<file path="src/rtl/ngram_fingerprint_table_defines.svh">
// ----------------------------------------------------------------------------
// N-gram fingerprint table assertion macros
// Shared assertion forms; define NO_ASSERTIONS to compile them out.
// ----------------------------------------------------------------------------
`ifndef NGRAM_FINGERPRINT_TABLE_DEFINES_SVH
`define NGRAM_FINGERPRINT_TABLE_DEFINES_SVH

`ifndef NO_ASSERTIONS

// check a condition on every clock outside reset
`define NFT_ASSERT(lbl, cond) \
  lbl: assert property (@(posedge clk) disable iff (rst) (cond)) \
    else $error("nft assertion failed");

// check a condition in the cycle after a trigger
`define NFT_ASSERT_NEXT(lbl, trig, cond) \
  lbl: assert property (@(posedge clk) disable iff (rst) (trig) |=> (cond)) \
    else $error("nft assertion failed");

`else

`define NFT_ASSERT(lbl, cond)
`define NFT_ASSERT_NEXT(lbl, trig, cond)

`endif

`endif

</file>
<file path="src/rtl/nft_pkg.sv">
// ----------------------------------------------------------------------------
// N-gram fingerprint table package
// Field widths, hash constant, operation codes and control types.
// ----------------------------------------------------------------------------
package nft_pkg;

  localparam int MODE_W  = 2;
  localparam int TOKEN_W = 31;
  localparam int FP_W    = 32;
  localparam int HASH_W  = 64;
  localparam int LEN_W   = 5;
  localparam int COUNT_W = 17;
  localparam int STAT_W  = 32;

  localparam int TABLE_ENTRIES_DEF = 4096;

  // multiplier of the running hash, split into 32-bit halves
  localparam logic [HASH_W-1:0] HASH_MUL = 64'h5851_F42D_4C95_7F2D;
  localparam logic [FP_W-1:0]   MUL_LO   = HASH_MUL[31:0];
  localparam logic [FP_W-1:0]   MUL_HI   = HASH_MUL[63:32];

  localparam logic [LEN_W-1:0] LEN_RESET = 5'd4;
  localparam logic [LEN_W-1:0] LEN_MIN   = 5'd1;
  localparam logic [LEN_W-1:0] LEN_MAX   = 5'd16;

  typedef enum logic [MODE_W-1:0] {
    MODE_ADD    = 2'd0,
    MODE_LOOKUP = 2'd1,
    MODE_CLEAR  = 2'd2,
    MODE_NONE   = 2'd3
  } nft_mode_t;

  typedef enum logic [3:0] {
    ST_INIT,
    ST_IDLE,
    ST_MUL,
    ST_ADD,
    ST_DIV1,
    ST_DIV2,
    ST_DIV3,
    ST_READ,
    ST_UPDATE,
    ST_CLEAR,
    ST_RESULT
  } nft_state_t;

  // one table entry
  typedef struct packed {
    logic               valid;
    logic [FP_W-1:0]    fp;
    logic [TOKEN_W-1:0] token;
  } nft_slot_t;

  // controller to datapath
  typedef struct packed {
    logic capture;
    logic mul;
    logic add;
    logic div1;
    logic div2;
    logic div3;
    logic update;
    logic clr_step;
    logic load_out;
  } nft_cmd_t;

  // datapath to controller
  typedef struct packed {
    logic      key_done;
    nft_mode_t mode;
    logic      sweep_last;
    logic      out_free;
  } nft_sts_t;

endpackage

</file>
<file path="src/rtl/nft_ctrl.sv">
// ----------------------------------------------------------------------------
// N-gram fingerprint table controller
// Sequences hashing, slot reduction, table access, clearing and results.
// ----------------------------------------------------------------------------
module nft_ctrl (
  input  logic              clk,
  input  logic              rst,
  input  logic              req_valid,
  output logic              req_ready,
  input  nft_pkg::nft_sts_t sts,
  output nft_pkg::nft_cmd_t cmd
);

  nft_pkg::nft_state_t state;
  nft_pkg::nft_state_t state_next;

  // state register; reset starts the clearing pass
  always_ff @(posedge clk) begin
    if (rst) begin
      state <= nft_pkg::ST_INIT;
    end else begin
      state <= state_next;
    end
  end

  // next state
  always_comb begin
    state_next = state;
    case (state)
      nft_pkg::ST_INIT: begin
        if (sts.sweep_last) state_next = nft_pkg::ST_IDLE;
      end
      nft_pkg::ST_IDLE: begin
        if (req_valid) state_next = nft_pkg::ST_MUL;
      end
      nft_pkg::ST_MUL: begin
        state_next = nft_pkg::ST_ADD;
      end
      nft_pkg::ST_ADD: begin
        if (!sts.key_done) begin
          state_next = req_valid ? nft_pkg::ST_MUL : nft_pkg::ST_IDLE;
        end else begin
          case (sts.mode) inside
            nft_pkg::MODE_ADD, nft_pkg::MODE_LOOKUP: state_next = nft_pkg::ST_DIV1;
            nft_pkg::MODE_CLEAR:                     state_next = nft_pkg::ST_CLEAR;
            default:                                 state_next = nft_pkg::ST_RESULT;
          endcase
        end
      end
      nft_pkg::ST_DIV1:   state_next = nft_pkg::ST_DIV2;
      nft_pkg::ST_DIV2:   state_next = nft_pkg::ST_DIV3;
      nft_pkg::ST_DIV3:   state_next = nft_pkg::ST_READ;
      nft_pkg::ST_READ:   state_next = nft_pkg::ST_UPDATE;
      nft_pkg::ST_UPDATE: state_next = nft_pkg::ST_RESULT;
      nft_pkg::ST_CLEAR: begin
        if (sts.sweep_last) state_next = nft_pkg::ST_RESULT;
      end
      nft_pkg::ST_RESULT: begin
        if (sts.out_free) state_next = nft_pkg::ST_IDLE;
      end
      default: state_next = nft_pkg::ST_IDLE;
    endcase
  end

  // commands and request ready
  always_comb begin
    cmd       = '0;
    req_ready = 1'b0;
    case (state)
      nft_pkg::ST_INIT: begin
        cmd.clr_step = 1'b1;
      end
      nft_pkg::ST_IDLE: begin
        req_ready   = 1'b1;
        cmd.capture = req_valid;
      end
      nft_pkg::ST_MUL: begin
        cmd.mul = 1'b1;
      end
      nft_pkg::ST_ADD: begin
        cmd.add = 1'b1;
        // take the next key token while this one is folded in
        if (!sts.key_done) begin
          req_ready   = 1'b1;
          cmd.capture = req_valid;
        end
      end
      nft_pkg::ST_DIV1:   cmd.div1 = 1'b1;
      nft_pkg::ST_DIV2:   cmd.div2 = 1'b1;
      nft_pkg::ST_DIV3:   cmd.div3 = 1'b1;
      nft_pkg::ST_READ:   cmd      = '0;
      nft_pkg::ST_UPDATE: cmd.update = 1'b1;
      nft_pkg::ST_CLEAR: begin
        cmd.clr_step = 1'b1;
      end
      nft_pkg::ST_RESULT: begin
        cmd.load_out = sts.out_free;
      end
      default: cmd = '0;
    endcase
  end

endmodule

</file>
<file path="config.mk">
export PLATFORM = sky130hd
export DESIGN_NAME = nft_ctrl
export DESIGN_NICKNAME = d
export VERILOG_FILES = /design/src/rtl/ngram_fingerprint_table_defines.svh /design/src/rtl/nft_pkg.sv /design/src/rtl/nft_ctrl.sv
export SDC_FILE = /design/constraint.sdc
export NUM_CORES = 1
export LEC_CHECK = 0
export ABC_AREA = 1
export BUFFER_PORTS_ARGS = -buffer_cell sky130_fd_sc_hd__buf_2
export CAP_MARGIN = 5
export CORE_AREA = 2 2 39 41
export DETAILED_ROUTE_END_ITERATION = 8
export DIE_AREA = 0 0 41 43
export REMOVE_ABC_BUFFERS = 1
export SLEW_MARGIN = 5
export SYNTH_ARGS = -nofsm -noshare
export SYNTH_HDL_FRONTEND = slang
export SYNTH_SLANG_ARGS = --single-unit
</file>
<file path="constraint.sdc">
create_clock -name clk -period 2.45 [get_ports clk]
set_input_delay 0.3675 -clock clk [delete_from_list [all_inputs] [get_ports clk]]
set_output_delay 0.3675 -clock clk [all_outputs]
set_load 0.005 [all_outputs]
</file>
# == Yosys cells after proc, flatten, opt, wreduce, memory -nomap -nowiden ==
# Cells that the tools add are included.
# classes
reduce_logical,5
n_mux,21
n_eq_ne,16
# op_table
operator,n
4-bit one-hot mux with 11 select lines,1
4-bit two-way mux,6
"4-bit by 3-bit equality test with 1-bit output, second input constant",4
"4-bit equality test, second input constant",3
1-bit two-way mux,10
"4-bit by 2-bit equality test with 1-bit output, second input constant",2
"2-bit inequality test, second input constant",4
"4-bit by 1-bit equality test with 1-bit output, second input constant",1
4-bit zero test,1
2-bit two-way mux,2
1-bit one-hot mux with 2 select lines,2
4-bit AND reduction,1
2-bit OR reduction,2
"2-bit by 1-bit equality test with 1-bit output, second input constant",1
"2-bit equality test, second input constant",1
2-bit zero test,1
# word_totals
input_bits,8
wordCells,43
output_inout_bits,10
ff_bits,4

# == Depth between registers and ports, before layout ==
# depth
word_depth,5
depth_mapped,8
mapped_depth_nobuf,8

# == Worst setup path after synthesis ==
# OpenSTA, ideal clock, no wires.
# synth_timing
kind,register -> output
startpoint,register state[1]
endpoint,output req_ready
n_path_buf,0
path_stages_with_launch,5
path_slack_ns,1.256
arrival_time_ns,0.826
t_required_ns,2.082
path_cell_list,dfxtp_1 > nand2_1 > inv_2 > nand2_2 > o21ai_0
# synth_between
elab_chain_cells,2
word_cells_on_any_way,3
cone_classes,eq/ne: 2; mux: 1
# synth_rtl
element,line_no,source
start: declaration,nft_ctrl.sv:14,nft_pkg::nft_state_t state;
start signal: assignment,nft_ctrl.sv:20,state <= nft_pkg::ST_INIT;
start signal: assignment,nft_ctrl.sv:22,state <= state_next;
4-bit by 2-bit equality test with 1-bit output / 4-bit by 1-bit equality test with 1-bit output (equally long branches),nft_ctrl.sv:69,case (state)
1-bit one-hot mux with 2 select lines *,nft_ctrl.sv:69,
end: declaration,nft_ctrl.sv:9,"output logic req_ready,"
# Every way passes the cells marked *; elsewhere a longest branch is shown, timed or not.

==> flow_summary_export.csv <==
group,metric,value,unit
run,max_cap_viol_count,0,
timing,fin_tns_setup,0,ns
floorplanning,coreArea,1384,µm²
timing,finalSetupViolations,0,
timing,worst_pin_slew,0.2584,ns
worst_setup_path,start_kind,"flip-flop",
placement,globalplace.congestion,0.7933,
floorplanning,die-area,1763,µm²
yosys,synth_seq_cells,4,
yosys,netlist_area,425.4,µm²
yosys,synth_edf_count,0,
global_route,grt_max_degree,7,
yosys,synthArstFlopShare,0,%
timing,maxSlewViolCount,0,
yosys,ys_seq_area_share,18.82,%
route,drc,0,
finish,stdcell_count,116,
outcome,status,"finished, final reports clean",
yosys,synth_cells,80,
placement,dp_hpwl,840.1,µm
route,drt_iter0_drc,7,
worst_setup_path,end_kind,"output pin",
global_route,grt_use_total,13.96,%
clock_tree,hold_buffers,0,
worst_setup_path,cp.required,2.08,ns
power_and_ir_drop,comb_power_share,43.2,%
worst_setup_path,cp_cell_sequence,"inv_2, nor2_2, nand2_1, o22ai_1, buf_2",
yosys,yosys_warnings,0,
clock_tree,insertion_delay,0.23,ns
power_and_ir_drop,ir_worst_vdd,0.0002644,V
clock_tree,clk_path_buf_depth,2,
route,routed_wirelength,972,µm
clock_tree,cts_htree_levels,1,
worst_setup_path,arrival,1.26,ns
global_route,overflow,0,
yosys,synth_flop_cell,"dfxtp_1",
route,num_vias,521,
yosys,synth_cell_types,17,
power_and_ir_drop,power.internal,0.1771,mW
worst_setup_path,crit_family,"flip-flops",
clock_tree,cts_root_buf,"clkbuf_4",
timing,min_period,1.625,ns
yosys,syn_area_per_cell,5.318,µm²
power_and_ir_drop,p_seq_share,29.5,%
clock_tree,cts_tree,"built",
global_route,grt_pass1_vias,467,
worst_setup_path,cpPeakStageDelay,0.42,ns
power_and_ir_drop,power_switching_share,39.05,%
finish,largest_reg_flops,4,
clock_tree,cts_inserted_buffers,3,
floorplanning,start_util,30.74,%
finish,top_register,"state",
finish,nets,110,
worst_setup_path,crit_fanout,5,
route,detail-route-antenna-nets,0,
timing,slew_headroom,82.76,%
clock_tree,clk_pin_slew_worst_paths,0.04,ns
finish,final_layout_size_suffix_gt1_share,35.00,%
placement,place_inst,113,
power_and_ir_drop,powerDensity,525.4,nW/µm²
floorplanning,ios,18,
floorplanning,die_w,41,µm
finish,antenna_cells,0,
route,viasPerCell,4.491,
finish,syn_to_final_growth,30.00,%
power_and_ir_drop,clockPowerShare,27.3,%
floorplanning,rows,14,
global_route,grt_pass1_wl,1697,µm
worst_setup_path,critical_path_buf_inv_count,2,
timing,finalCritPeriodShare,66.32,%
timing,hold_viol_final,0,
finish,top_regs,"state (4)",
power_and_ir_drop,p_leak,0.3454,nW
timing,timing.fmax,615.4,MHz
floorplanning,die_h,43,µm
route,dr.pass1.iters,2,
finish,final_common_cell,"nand2_1",
clock_tree,cts_setup_buffers,0,
worst_hold_path,hold_path_class,"in -> reg",
global_route,grt_antenna_before_repair,0,
worst_setup_path,crit_type,"reg -> out",
power_and_ir_drop,switching_power,0.1135,mW
placement,io_buffers,17,
clock_tree,cts_resized,0,
clock_tree,clkSinkCount,4,
finish,layout_common_cells,"nand2_1, buf_2, inv_1",
route,wl_per_cell,8.379,µm
timing,finClkSkew,0.0007774,ns
worst_setup_path,worst_path_max_delay_cell,"dfxtp_1",
timing,rsz0062_at_grt,"false",
==> power by group through the flow <==
| stage | registers [mW] | logic (mW) | clock network [mW] |
|---|---|---|---|
| after global routing | 0.0873 | 0.147 | 0.0899 |
| after detailed placement | 0.0867 | 0.127 | 0 |
| after CTS | 0.0858 | 0.128 | 0.0842 |
| after global placement | 0.0871 | 0.127 | 0 |
| after floorplan | 0.0841 | 0.0891 | 0 |
| final | 0.0858 | 0.125 | 0.0793 |
==> final cells by class <==
class / instances / area, µm²
inverter: 16 / 60.06
timing repair buffer: 17 / 85.08
sequential: 4 / 80.08
tap: 16 / 20.02
fill: 169 / 830.8
clock buffer: 3 / 22.52
multi-input combinational: 60 / 285.3
==> stage by stage <==
| stage | cell area [µm²] | hold slack (ns) | util [%] | total power [mW] | setup slack (ns) |
|---|---|---|---|---|---|
| finish | 553.0 | 0.3432 | 39.96 | 0.2906 | 0.8251 |
| global route | 553.0 | 0.3367 | 39.96 | 0.3237 | 0.7250 |
| floorplan | 425.4 | 0.4366 | - | 0.1732 | 1.256 |
| CTS | 553.0 | 0.3365 | 39.96 | 0.2978 | 0.8116 |
| global placement | 530.5 | 0.5247 | 38.34 | 0.2139 | 1.065 |
| detailed placement | 530.5 | 0.5203 | 38.34 | 0.2140 | 1.066 |
==> final timing paths <==
path                         start  cells after the start  slack (ns)               endpoint
max reg2reg  state[2]$_SDFFE_PP0P_                      8        1.22  state[1]$_SDFFE_PP0P_
max          state[0]$_SDFFE_PP0P_                      5        0.83                 cmd[8]
min                            rst                      2        0.34  state[3]$_SDFFE_PP0P_
min reg2reg  state[3]$_SDFFE_PP0P_                      2        0.53  state[3]$_SDFFE_PP0P_
==> kinds of logic (layout without fill, tap and decap cells) <==
logic type	after synthesis	in the layout	synth area share, %
flops	4	4	18.82
buf+inv	16	36	14.12
compound gates	9	9	11.47
simple gates	51	51	55.59
==> synthesized netlist by cell type (2+ instances only) <==
cell type	number	area, µm²
nor2_1	10	37.54
a21oi_1	3	15.01
nand3_1	4	20.02
nand4_1	2	12.51
nand2_1	24	90.09
o21ai_0	3	15.01
inv_2	5	18.77
dfxtp_1	4	80.08
nand2_2	4	25.02
inv_1	11	41.29
nor2_2	4	25.02
==> metal layers <==
| metal | GRT usage [%] | part of all wire, % | routed length [µm] | vias up |
|---|---|---|---|---|
| met5 | 0 | 0 | 0 | - |
| met4 | 6.000 | 0 | 0 | 0 |
| met3 | 4.712 | 3.7 | 36 | 0 |
| met2 | 20.31 | 48 | 466 | 10 |
| met1 | 18.01 | 48 | 469 | 220 |
| li1 | - | - | - | 291 |
(Power assumes the default switching activity.)
